--- src/rtl/bba_pkg.sv ---
// ----------------------------------------------------------------------------
// bba_pkg: shared types and constants of the block bitmap allocator
// Request and result items, action codes, sequencer states and the word
// count helper used by the allocator modules.
// ----------------------------------------------------------------------------
`default_nettype none

package bba_pkg;

    localparam int WORD_BITS       = 8;
    localparam int MAX_BLOCKS_DEF  = 1024;
    localparam logic [10:0] BLOCK_COUNT_RST = 11'd1024;

    typedef enum logic [2:0] {
        ACT_FIRST_FREE = 3'd0,
        ACT_FIRST_FIT  = 3'd1,
        ACT_MARK_USED  = 3'd2,
        ACT_MARK_FREE  = 3'd3,
        ACT_QUERY      = 3'd4
    } t_action;

    typedef struct packed {
        logic [2:0]  action;
        logic [9:0]  start_block;
        logic [10:0] run_length;
    } t_in_item;

    typedef struct packed {
        logic        found;
        logic [9:0]  block_index;
        logic [10:0] free_count;
    } t_out_item;

    typedef enum logic [1:0] {
        ST_CLEAR,
        ST_IDLE,
        ST_SCAN
    } t_state;

    typedef struct packed {
        logic init;
        logic step;
    } t_scan_ctl;

    // Number of map words covered by a block count, capped at the map depth.
    function automatic int active_words(logic [10:0] count, int depth);
        int w;
        w = int'(count[10:3]);
        if (w > depth) begin
            w = depth;
        end
        return w;
    endfunction

endpackage

`default_nettype wire

--- src/rtl/bba_ram.sv ---
// ----------------------------------------------------------------------------
// bba_ram: generic single write port RAM with registered read
// One write and one read per cycle at independent addresses.
// ----------------------------------------------------------------------------
`default_nettype none

module bba_ram #(
    parameter int WIDTH = 8,
    parameter int DEPTH = 128,
    localparam int AW = (DEPTH > 1) ? $clog2(DEPTH) : 1
) (
    input  wire logic             i_clk,
    input  wire logic             i_we,
    input  wire logic [AW-1:0]    i_waddr,
    input  wire logic [WIDTH-1:0] i_wdata,
    input  wire logic [AW-1:0]    i_raddr,
    output logic      [WIDTH-1:0] o_rdata
);

    logic [WIDTH-1:0] r_mem [DEPTH];

    always_ff @(posedge i_clk) begin
        if (i_we) begin
            r_mem[i_waddr] <= i_wdata;
        end
        o_rdata <= r_mem[i_raddr];
    end

endmodule

`default_nettype wire

--- src/rtl/bba_scan.sv ---
// ----------------------------------------------------------------------------
// bba_scan: shared word unit of the block bitmap allocator
// Applies a range mark to one map word, tracks the first-fit run across
// words and accumulates the free block count of the pass.
// ----------------------------------------------------------------------------
`default_nettype none

module bba_scan #(
    parameter int MAX_BLOCKS = bba_pkg::MAX_BLOCKS_DEF,
    localparam int DEPTH = MAX_BLOCKS / bba_pkg::WORD_BITS,
    localparam int AW    = (DEPTH > 1) ? $clog2(DEPTH) : 1,
    localparam int PW    = AW + 3,
    localparam int CW    = $clog2(MAX_BLOCKS + 1),
    localparam int RW    = (CW > 11) ? CW : 11,
    localparam int EW    = ((PW > 10) ? PW : 10) + 2,
    localparam int PCW   = $clog2(bba_pkg::WORD_BITS + 1)
) (
    input  wire logic                              i_clk,
    input  wire logic                              i_rst_n,
    input  wire bba_pkg::t_scan_ctl                i_ctl,
    input  wire bba_pkg::t_in_item                 i_req,
    input  wire logic [bba_pkg::WORD_BITS-1:0]     i_word,
    input  wire logic [PW-1:0]                     i_base,
    output logic      [bba_pkg::WORD_BITS-1:0]     o_word,
    output logic                                   o_found,
    output logic      [PW-1:0]                     o_pos,
    output logic      [CW-1:0]                     o_free
);

    import bba_pkg::*;

    logic            r_found;
    logic [PW-1:0]   r_pos;
    logic [PW-1:0]   r_start;
    logic [RW-1:0]   r_run;
    logic [CW-1:0]   r_free;

    logic            is_mark;
    logic            is_search;
    logic            mark_val;
    logic [RW-1:0]   len_eff;
    logic [EW-1:0]   range_lo;
    logic [EW-1:0]   range_hi;

    logic [PW-1:0]   c_blk [WORD_BITS];
    logic [WORD_BITS-1:0] c_word;
    logic            c_found;
    logic [PW-1:0]   c_pos;
    logic [PW-1:0]   c_start;
    logic [RW-1:0]   c_run;
    logic [PCW-1:0]  c_pc;

    assign is_mark   = i_req.action inside {ACT_MARK_USED, ACT_MARK_FREE};
    assign is_search = i_req.action inside {ACT_FIRST_FREE, ACT_FIRST_FIT};
    assign mark_val  = (i_req.action == ACT_MARK_USED);
    assign len_eff   = (i_req.action == ACT_FIRST_FREE || i_req.run_length == '0)
                       ? RW'(1) : RW'(i_req.run_length);
    assign range_lo  = EW'(i_req.start_block);
    assign range_hi  = EW'(i_req.start_block) + EW'(i_req.run_length);

    always_comb begin
        c_found = r_found;
        c_pos   = r_pos;
        c_start = r_start;
        c_run   = r_run;
        c_pc    = '0;
        for (int j = 0; j < WORD_BITS; j++) begin
            c_blk[j] = i_base | PW'(j);
            if (is_mark && EW'(c_blk[j]) >= range_lo && EW'(c_blk[j]) < range_hi) begin
                c_word[j] = mark_val;
            end else begin
                c_word[j] = i_word[j];
            end
        end
        for (int j = 0; j < WORD_BITS; j++) begin
            if (c_word[j]) begin
                c_run   = '0;
                c_start = PW'(c_blk[j] + 1'b1);
            end else begin
                c_run = c_run + RW'(1);
                if (!c_found && is_search && c_run >= len_eff) begin
                    c_found = 1'b1;
                    c_pos   = c_start;
                end
            end
            c_pc = c_pc + PCW'(!c_word[j]);
        end
    end

    always_ff @(posedge i_clk) begin
        if (!i_rst_n || i_ctl.init) begin
            r_found <= 1'b0;
            r_pos   <= '0;
            r_start <= '0;
            r_run   <= '0;
            r_free  <= '0;
        end else if (i_ctl.step) begin
            r_found <= c_found;
            r_pos   <= c_pos;
            r_start <= c_start;
            r_run   <= c_run;
            r_free  <= r_free + CW'(c_pc);
        end
    end

    assign o_word  = c_word;
    assign o_found = r_found;
    assign o_pos   = r_pos;
    assign o_free  = r_free;

endmodule

`default_nettype wire

--- src/rtl/block_bitmap_allocator.sv ---
// ----------------------------------------------------------------------------
// block_bitmap_allocator: first-fit bitmap block allocator
// Each request scans the active map words in order from word 0; one map word
// of eight blocks passes the unit a cycle.
// A new request is taken only once the result of the last one is registered.
// Reset: a clearing pass zeroes all MAX_BLOCKS/8 map words, requests are
// stalled meanwhile; configuration writes are taken at any time.
// ----------------------------------------------------------------------------
`default_nettype none

module block_bitmap_allocator #(
    parameter int MAX_BLOCKS = bba_pkg::MAX_BLOCKS_DEF,
    localparam int DEPTH = MAX_BLOCKS / bba_pkg::WORD_BITS,
    localparam int AW    = (DEPTH > 1) ? $clog2(DEPTH) : 1,
    localparam int NW    = $clog2(DEPTH + 1),
    localparam int PW    = AW + 3,
    localparam int CW    = $clog2(MAX_BLOCKS + 1)
) (
    input  wire logic               i_clk,
    input  wire logic               i_rst_n,
    input  wire logic               i_in_valid,
    output logic                    o_in_stall,
    input  wire bba_pkg::t_in_item  i_in_item,
    output logic                    o_out_valid,
    input  wire logic               i_out_stall,
    output bba_pkg::t_out_item      o_out_item,
    input  wire logic               i_cfg_we,
    input  wire logic [10:0]        i_cfg_wdata
);

    import bba_pkg::*;

    t_state      r_state, n_state;
    logic [NW-1:0] r_addr, n_addr;
    logic        r_pv, n_pv;
    logic [AW-1:0] r_paddr, n_paddr;
    t_in_item    r_req, n_req;
    logic [NW-1:0] r_num_words, n_num_words;
    logic        r_out_valid, n_out_valid;
    t_out_item   r_out, n_out;

    logic        ram_we;
    logic [AW-1:0] ram_waddr;
    logic [WORD_BITS-1:0] ram_wdata;
    logic [WORD_BITS-1:0] ram_rdata;

    t_scan_ctl   scan_ctl;
    logic [WORD_BITS-1:0] scan_word;
    logic        scan_found;
    logic [PW-1:0] scan_pos;
    logic [CW-1:0] scan_free;

    logic        req_mark;
    logic        req_search;
    logic        out_free;

    assign req_mark   = r_req.action inside {ACT_MARK_USED, ACT_MARK_FREE};
    assign req_search = r_req.action inside {ACT_FIRST_FREE, ACT_FIRST_FIT};
    assign out_free   = !r_out_valid || !i_out_stall;

    bba_ram #(
        .WIDTH (WORD_BITS),
        .DEPTH (DEPTH)
    ) u_map (
        .i_clk   (i_clk),
        .i_we    (ram_we),
        .i_waddr (ram_waddr),
        .i_wdata (ram_wdata),
        .i_raddr (r_addr[AW-1:0]),
        .o_rdata (ram_rdata)
    );

    bba_scan #(
        .MAX_BLOCKS (MAX_BLOCKS)
    ) u_scan (
        .i_clk   (i_clk),
        .i_rst_n (i_rst_n),
        .i_ctl   (scan_ctl),
        .i_req   (r_req),
        .i_word  (ram_rdata),
        .i_base  ({r_paddr, 3'b000}),
        .o_word  (scan_word),
        .o_found (scan_found),
        .o_pos   (scan_pos),
        .o_free  (scan_free)
    );

    always_ff @(posedge i_clk) begin
        if (!i_rst_n) begin
            r_state     <= ST_CLEAR;
            r_addr      <= '0;
            r_pv        <= 1'b0;
            r_out_valid <= 1'b0;
            r_num_words <= NW'(active_words(BLOCK_COUNT_RST, DEPTH));
        end else begin
            r_state     <= n_state;
            r_addr      <= n_addr;
            r_pv        <= n_pv;
            r_out_valid <= n_out_valid;
            r_num_words <= n_num_words;
        end
    end

    always_ff @(posedge i_clk) begin
        r_paddr <= n_paddr;
        r_req   <= n_req;
        r_out   <= n_out;
    end

    always_comb begin
        n_state     = r_state;
        n_addr      = r_addr;
        n_pv        = 1'b0;
        n_paddr     = r_paddr;
        n_req       = r_req;
        n_out_valid = r_out_valid && i_out_stall;
        n_out       = r_out;
        n_num_words = i_cfg_we ? NW'(active_words(i_cfg_wdata, DEPTH)) : r_num_words;
        ram_we      = 1'b0;
        ram_waddr   = r_paddr;
        ram_wdata   = scan_word;
        scan_ctl    = '0;
        case (r_state)
            ST_CLEAR: begin
                ram_we    = 1'b1;
                ram_waddr = r_addr[AW-1:0];
                ram_wdata = '0;
                n_addr    = r_addr + NW'(1);
                if (r_addr == NW'(DEPTH - 1)) begin
                    n_state = ST_IDLE;
                end
            end
            ST_IDLE: begin
                if (i_in_valid) begin
                    n_req         = i_in_item;
                    n_addr        = '0;
                    scan_ctl.init = 1'b1;
                    n_state       = ST_SCAN;
                end
            end
            ST_SCAN: begin
                scan_ctl.step = r_pv;
                ram_we        = r_pv && req_mark;
                if (r_addr < r_num_words) begin
                    n_addr  = r_addr + NW'(1);
                    n_pv    = 1'b1;
                    n_paddr = r_addr[AW-1:0];
                end else if (!r_pv && out_free) begin
                    n_out_valid       = 1'b1;
                    n_out.free_count  = 11'(scan_free);
                    if (req_search) begin
                        n_out.found       = scan_found;
                        n_out.block_index = scan_found ? 10'(scan_pos) : '0;
                    end else if (req_mark) begin
                        n_out.found       = 1'b1;
                        n_out.block_index = r_req.start_block;
                    end else begin
                        n_out.found       = 1'b1;
                        n_out.block_index = '0;
                    end
                    n_state = ST_IDLE;
                end
            end
            default: begin
                n_state = ST_IDLE;
            end
        endcase
    end

    assign o_in_stall  = (r_state != ST_IDLE);
    assign o_out_valid = r_out_valid;
    assign o_out_item  = r_out;

`ifndef SYNTH
    a_write_only_mark: assert property (@(posedge i_clk) disable iff (!i_rst_n)
        (r_state == ST_SCAN && ram_we) |->
            (r_req.action == ACT_MARK_USED || r_req.action == ACT_MARK_FREE))
        else $error("map written during a request that does not mark");

    a_idle_no_word: assert property (@(posedge i_clk) disable iff (!i_rst_n)
        (r_state == ST_IDLE) |-> !r_pv)
        else $error("word still in flight while idle");

    a_result_from_scan: assert property (@(posedge i_clk) disable iff (!i_rst_n)
        $rose(o_out_valid) |-> ($past(r_state) == ST_SCAN))
        else $error("result raised outside a scan");

    a_not_found_zero: assert property (@(posedge i_clk) disable iff (!i_rst_n)
        (o_out_valid && !o_out_item.found) |-> (o_out_item.block_index == '0))
        else $error("failed search reports a nonzero block");

    a_scan_bound: assert property (@(posedge i_clk) disable iff (!i_rst_n)
        (r_state == ST_SCAN) |-> (r_addr <= r_num_words))
        else $error("scan address passed the active word count");
`endif

endmodule

`default_nettype wire
--- config.mk ---
export PLATFORM = sky130hd
export DESIGN_NAME = block_bitmap_allocator
export DESIGN_NICKNAME = d
export VERILOG_FILES = /design/src/rtl/bba_pkg.sv /design/src/rtl/bba_ram.sv /design/src/rtl/bba_scan.sv /design/src/rtl/block_bitmap_allocator.sv
export SDC_FILE = /design/constraint.sdc
export NUM_CORES = 2
export LEC_CHECK = 0
export CORE_UTILIZATION = 45
export CTS_CLUSTER_SIZE = 24
export DETAILED_ROUTE_END_ITERATION = 12
export DONT_BUFFER_PORTS = 1
export SLEW_MARGIN = 20
export SYNTH_ARGS = -nofsm -noshare
export SYNTH_HDL_FRONTEND = slang
export SYNTH_SLANG_ARGS = --single-unit
--- constraint.sdc ---
create_clock -name i_clk -period 8.3 [get_ports i_clk]
set_input_delay 1.66 -clock i_clk [delete_from_list [all_inputs] [get_ports i_clk]]
set_output_delay 1.66 -clock i_clk [all_outputs]
set_load 0.01 [all_outputs]
---- Word-level counts from Yosys, hierarchy flattened ----
Memories as Yosys holds them, arrays and structs flattened. A register that Yosys moved wholly into a read port is not among the register bits.
Cells that the tools add are included.
word-level totals
  output and inout bits ................... 24
  memory bits (writable) .................. 1,024
  register bits ........................... 116
  latch bits .............................. 0
  input port bits ......................... 40
  memories ................................ 1
  memory bits (read-only) ................. 0
memories
  memory       words  width  rd ports  clocked after memory_dff  wr ports  line           RTL
  u_map.r_mem  128    8      1         1                         1         bba_ram.sv:20  logic [WIDTH-1:0] r_mem [DEPTH];
operators by class
  equality and inequality tests ........... 12
  multiplexer cells ....................... 81
  shift-type cells ........................ 0
  divide/modulo/power cells ............... 0
  reduce and logical (&&, ||, !) cells .... 70
  $mul .................................... 0
  add/sub/neg operators ................... 26
  bitwise logic cells ..................... 1
  magnitude comparators ................... 26
operators by type and width
  cell                                                             number
  10-bit 2-to-1 mux                                                26
  11-bit 2-to-1 mux                                                10
  10-bit by 12-bit < comparator with 1-bit output                  8
  11-bit by 1-bit adder with 11-bit output, second input constant  8
  11-bit >= comparator                                             8
  10-bit by 1-bit adder with 10-bit output, second input constant  8
  10-bit >= comparator                                             8
  1-bit logical AND                                                35
  1-bit 2-to-1 mux                                                 33
  8-bit 2-to-1 mux                                                 4
  4-bit by 1-bit adder with 4-bit output                           6
  8-bit case mux with 3 select lines                               1
  1-bit logical NOT                                                20
  10-bit by 11-bit adder with 12-bit output                        1
  11-bit by 4-bit adder with 11-bit output                         1
  11-bit logical NOT                                               1
  2-bit inequality test, second input constant                     5
  8-bit by 1-bit adder with 8-bit output, second input constant    1
  8-bit by 7-bit == test with 1-bit output, second input constant  1
  8-bit > comparator, second input constant                        1
  8-bit < comparator                                               1
  2-bit 2-to-1 mux                                                 4
  7-bit 2-to-1 mux                                                 1
  3-bit by 2-bit == test with 1-bit output, second input constant  2
  16 further kinds                                                 22

---- Logic depth before layout (Yosys ltp) ----
  depth after elaboration ................. 42
  gate-level depth with buffers ........... 39

---- Cells and area by module ----
From an unflattened synthesis, not the netlist that was laid out.
second synthesis, totals
  cells, all modules ...................... 3,257
  area, all modules ....................... 52,395.3 sq um
by module, submodules not included
  module                  area each (sq um)  cells each  instances  seq. area each (sq um)
  bba_ram                 39,665.5           1,635       1          30,909.6
  bba_scan                9,714.3            1,383       1          860.8
  block_bitmap_allocator  3,015.4            239         1          1,991.9

---- Worst setup path after synthesis ----
OpenSTA, ideal clock, no wires.
  path type ............................... register to register
  start point ............................. reg r_req[11] (netlist bit)
  end point ............................... reg u_scan.r_pos[3] (netlist: u_scan.o_pos[3])
  buffers on the path ..................... 1
  setup time .............................. 0.134 ns
  arrival ................................. 7.704 ns
  clock period less this slack ............ 7.838 ns
  slack ................................... 0.462 ns
  cell stages (with the launch flop) ...... 36
  cell sequence ........................... edfxtp_1 -> ha_1 -> fa_1 -> a21o_1 -> a31o_1 -> a21o_2 -> a21oi_1 -> xor2_1 -> ha_1 -> o21ai_0 -> nand2b_1 -> nand2_1 -> o21ai_0 -> a311oi_1 -> mux2_2 -> inv_2 -> buf_6 -> nand3_2 -> or3_4 -> or4_1 -> nor3_2 -> o21ai_1 -> nor2b_1 -> nor3_1 -> mux2i_1 -> ha_1 -> o21a_1 -> o21a_1 -> o21a_1 -> o21ai_0 -> a2111oi_0 -> nand4_1 -> o21ai_0 -> a22oi_1 -> o21ai_0 -> a211oi_1
between the ends
  word-level cells in the longest chain between the ends .. 40
ends and longest elaborated chain
  item                                                                                                line                           RTL
  from (decl)                                                                                         block_bitmap_allocator.sv:37   t_in_item r_req, n_req;
  from (signal assigned)                                                                              block_bitmap_allocator.sv:106  r_req <= n_req;
  parallel branches: the longest is 39 deep, another holds 10-bit by 11-bit adder with 12-bit output  --
  10-bit 2-to-1 mux *                                                                                 bba_scan.sv:76                 if (c_word[j]) begin
  to (signal assigned)                                                                                bba_scan.sv:99                 r_pos <= c_pos;
  to (decl)                                                                                           bba_scan.sv:33                 logic [PW-1:0] r_pos;
Every way passes the cells marked *.
A chain may end at the register's enable or synchronous reset.

---- Worst setup path in the final report ----
  start point ............................. reg r_req[1] (netlist bit)
  end point ............................... reg u_scan.r_pos[3] (netlist: u_scan.o_pos[3])
between the ends
  word-level cells in the longest chain between the ends .. 42
ends and longest elaborated chain
  item                                                                                                line
  parallel branches: the longest is 41 deep, another holds 10-bit by 11-bit adder with 12-bit output  --
  10-bit 2-to-1 mux *                                                                                 bba_scan.sv:76
Marks and branches as above.

==> results by stage <==
Worst setup path:
- For the worst setup path, the data arrival time is 8.58 ns.
- For this design, the slowest cell found on the critical path is sky130_fd_sc_hd__or4_4.
- The critical path class is reg -> reg.
- On the worst path, the slowest cell contributes a delay of 0.53 ns.
- The worst reg2reg path startpoint is r_req[1].
- The capture instance of the worst register-to-register path is u_scan.o_pos[3].
- The startpoint class of the critical path is a flip-flop.
- The data required time at the worst endpoint is 8.86 ns.
- By instance count, the cell type seen most on the critical path is sky130_fd_sc_hd__buf_4.
- Setup slack on the worst reg-to-reg path comes out at 0.28 ns.
- The worst-case reg-to-reg path depth is 38.
- STA classifies the critical path endpoint as a flip-flop.
- In this run the worst path has a maximum fanout of 4.

Yosys:
- Counting instances in the post-synthesis netlist gives the leading cell types as sky130_fd_sc_hd__edfxtp_1 (1077), sky130_fd_sc_hd__mux4_2 (336), sky130_fd_sc_hd__nor2_1 (283).
- Yosys attributes the largest share of cell area to sky130_fd_sc_hd__edfxtp_1 (63%), sky130_fd_sc_hd__mux4_2 (15%), sky130_fd_sc_hd__ha_1 (3.2%), sky130_fd_sc_hd__dfxtp_1 (2.8%), sky130_fd_sc_hd__nor2_1 (2.1%).
- The share of synthesized area in the top cell type comes to 63.1%.
- The proportion of synthesized flip-flops having asynchronous set or reset is 0%.
- Summing the sequential cell areas from Yosys gives 65.9% of the chip area.
- Among all flip-flop cells after synthesis, the most frequent one is sky130_fd_sc_hd__edfxtp_1.
- Counting flops with a built-in enable in the synthesized netlist gives 1077.
- The synthesized design contains 1148 register bits.
- The post-synthesis instance total is 3096.
- The most common cell in the synthesized netlist is sky130_fd_sc_hd__edfxtp_1.
- The synthesized netlist occupies a cell area of 0.0513 sq mm.
- The library cell occupying the most area in the post-synthesis netlist is sky130_fd_sc_hd__edfxtp_1.
- The number of warnings reported in the yosys synthesis log is 0.
- Each instance of the synthesized netlist takes up on average 16.6 sq um.
- The number of distinct library cell variants in the gate-level netlist after synthesis is 105.
- The net count after synthesis is 3273.

Flow run:
- The number of maximum-capacitance constraint violations is 0.

Power:
- In this run the static leakage power is 18.5 nW.
- The power per cell area is 213 mW/mm^2.
- The worst-case IR drop observed on VDD is 0.000176 V.
- After layout, the design draws a total of 12.5 mW.

Floorplanning:
- For this configuration, the core starts out at a cell density of 45.5%.
- The die is 340 um tall.
- The die width is 340 um.
- The floorplan has 123 rows.
- 64 I/O pins were placed.
- In this run the standard cell core region covers 0.113 sq mm.
- The floorplan step defined a die boundary enclosing 0.115 sq mm.

Layout:
- The non-filler instance count after layout is 4907.
- In the final layout, the share of cells above drive strength 1 is 25.6%.
- Relative to the synthesized area, the layout overhead comes to 14.5%.
- 0 antenna diodes ended up in the layout.
- At the end of the flow, the number of nets in the layout was 3488.
- Fill cells in the final layout number 9027.

Timing:
- The count of endpoints failing setup in the final report is 0.
- The clock arrives with 0.0629 ns of skew.
- The shortest period the worst path allows is 8.02 ns.
- The final count of pins violating max slew came to 0.
- Derived from the worst setup path, the maximum achievable clock frequency is 125 MHz.
- The post-route clock period utilization is 96.7%.
- The final number of hold-violating endpoints is 0.
- At the pin with the least slew margin, the transition time is 1.15 ns.
- The headroom to the max-slew limit is 23.3%.

Global route:
- The number of global-route vias before repair came to 29767.
- The number of antenna violations at the first check in global routing is 3.
- The total overflow left after global routing is 0.
- The global-route wire length before repair is 199000 um.
- The overall routing resource usage is 23.4%.
- The largest net degree at the start of global routing is 135.

Clock network:
- TritonCTS built the clock tree.
- After clock tree synthesis, the flow added hold-fix buffers numbering 0.
- At the later pin of the worst-skew pair, clock insertion delay measures 0.76 ns.
- The deepest level of the CTS H-tree is 3.
- Clock-pin slew was measured on the worst setup and hold paths at 0.06 ns.
- The number of buffers created by CTS is 116.
- The tree is rooted in a sky130_fd_sc_hd__clkbuf_16.
- The clock drives 1148 sinks.
- Counting along the longest clock path gives a buffer depth of 3.

Worst hold path:
- The path category of the worst min-delay check is reg -> reg.
- The worst min-delay path startpoint is r_addr[4].
- The number of stages on the worst hold path is 0.
- The hold path endpoint is r_paddr[4].

Route:
- In this run, the number of DRC markers left after iteration 0 of detailed routing was 2762.
- The final layout contains routed wiring with a total length of 135000 um.
- The number of search-and-repair iterations in the first detailed-routing pass is 8.
- Summing over every cut layer, the via total after detailed routing is 29366.
- Using the TritonRoute via totals, the vias-per-cell ratio works out to 5.98.
- After detailed routing, the number of remaining DRC violations is 0.
- The count of nets left with antenna violations once routing finished came out at 0.
- Dividing the detail-routed wire length by the instance count gives 27.5 um.

Place:
- The count of input and output buffers is 0.
- The global placer's final weighted congestion is 0.918.
- The placed cell count is 4672.
- The half-perimeter wire length of the detailed placement result is 88300 um.

Run status:
- The run finished with clean final reports.
[layout by cell type (no fill, tap or decap), types with 11 or more instances in the layout]
cell                        netlist  final
sky130_fd_sc_hd__edfxtp_1      1077   1077
sky130_fd_sc_hd__mux4_2         336    336
sky130_fd_sc_hd__nor2_1         283    270
sky130_fd_sc_hd__buf_4            0    242
sky130_fd_sc_hd__nand2_1        175    171
sky130_fd_sc_hd__ha_1           131    129
sky130_fd_sc_hd__clkbuf_16        0    116
sky130_fd_sc_hd__a21oi_1         93     90
sky130_fd_sc_hd__dfxtp_1         71     67
sky130_fd_sc_hd__inv_1           62     62
sky130_fd_sc_hd__o21ai_0         67     58
sky130_fd_sc_hd__o21a_1          56     56
sky130_fd_sc_hd__nand3_1         50     43
sky130_fd_sc_hd__clkinv_1         2     36
sky130_fd_sc_hd__nor3_1          43     35
sky130_fd_sc_hd__xnor2_1         37     35
sky130_fd_sc_hd__nand4_1         29     29
sky130_fd_sc_hd__clkbuf_1       109     28
sky130_fd_sc_hd__nor2b_1         27     26
sky130_fd_sc_hd__and2_1          27     26
sky130_fd_sc_hd__xor2_1          25     24
sky130_fd_sc_hd__o211ai_1        19     19
sky130_fd_sc_hd__a31oi_1         19     19
sky130_fd_sc_hd__nand3b_1        16     16
sky130_fd_sc_hd__clkinv_2         1     16
sky130_fd_sc_hd__mux2i_1         15     15
sky130_fd_sc_hd__a211oi_1        15     14
sky130_fd_sc_hd__or3_1           14     14
sky130_fd_sc_hd__nand2b_1        14     13
sky130_fd_sc_hd__mux2_2          13     12
sky130_fd_sc_hd__and3_1          11     11
sky130_fd_sc_hd__a22oi_1         12     11
[per-stage QoR]
step                hold WS (ns)  instance area [sq um]  util (%)  setup WS (ns)  setup TNS [ns]
floorplan                  0.428                  51300         -          0.462               0
global placement           0.424                  54500      48.3         -0.396           -2.43
detailed placement         0.423                  54500      48.4         -0.516           -3.40
CTS                        0.440                  58300      51.7        0.00618               0
global route               0.464                  58700      52.1        -0.0589          -0.143
finish                     0.438                  58700      52.1          0.276               0
[area by class of cell]
cell class                      count  area (sq um)  area share (%)
Sequential cell                  1148         33800            57.6
Clock inverter                     69           681            1.16
Clock buffer                      145          3020            5.15
Timing Repair Buffer              253          2010            3.42
Tap cell                         1500          1880            3.20
Inverter                           69           282           0.480
Multi-Input combinational cell   1723         17000            29.0
[per-layer routing]
| layer | routed length (um) | GRT usage [%] | up-vias |
|---|---|---|---|
| met4 | 4180 | 7.46 | 0 |
| met3 | 9020 | 3.95 | 232 |
| met2 | 65400 | 38.0 | 1087 |
| met1 | 56200 | 32.3 | 15217 |
| met5 | 0 | 0 | - |
| li1 | - | - | 12830 |
[critical path, delay by kind of cell, from the launching register on]
| family | cells | cell delay (ns) |
|---|---|---|
| and+or+nand+nor | 10 | 2.34 |
| buffers and inverters | 7 | 0.95 |
| adders and majority gates | 3 | 0.92 |
| AOI/OAI and AO/OA | 16 | 2.86 |
| xor gates and xnor gates | 2 | 0.33 |
| DFF | 1 | 0.45 |
[logic make-up (layout without fill, tap and decap cells)]
group / count (synthesis) / after routing / share of synthesized area, %
AO/OA/AOI/OAI: 406 / 406 / 5.41
AND/OR/NAND/NOR: 748 / 748 / 6.96
multiplexers: 369 / 369 / 15.5
XOR/XNOR: 63 / 63 / 1.10
flip-flops: 1148 / 1148 / 65.9
adder cells (fa/ha/maj): 137 / 137 / 3.43
buffers and inverters: 225 / 536 / 1.73
[power breakdown]
part | total [mW] | switching [mW] | internal, mW
registers | 6.30 | 0.0384 | 6.27
logic | 1.09 | 0.605 | 0.484
clock network | 5.08 | 2.24 | 2.84
total | 12.5 | 2.88 | 9.59
[timing repair]
item,CTS,global route
buffers inserted,1,21
pin swaps,6,36
setup endpoints to repair,10,11
gates resized for setup,19,57
hold endpoints to repair,0,0
[flip-flops by register name, indices dropped and copies added, names as in the netlist]
signal,flops
u_map.r_mem,1024
r_num_words,8
u_scan.o_pos,10
u_scan.r_start,10
r_req,24
r_state,2
r_pv,1
u_scan.r_run,11
u_map.o_rdata,8
r_addr,8
u_scan.o_found,1
o_out_valid,1
o_out_item,22
u_scan.o_free,11
r_paddr,7
[worst max-delay path by stage]
stage	end	cells after the start	start
after floorplan	u_scan.o_pos[3]	35	r_req[11]
after global placement	u_scan.o_pos[3]	35	r_req[0]
after detailed placement	u_scan.o_pos[3]	35	r_req[0]
after CTS	u_scan.o_pos[3]	37	r_req[0]
after global routing	u_scan.o_pos[3]	37	r_req[11]
final	u_scan.o_pos[3]	38	r_req[1]
(Power assumes the default switching activity.)
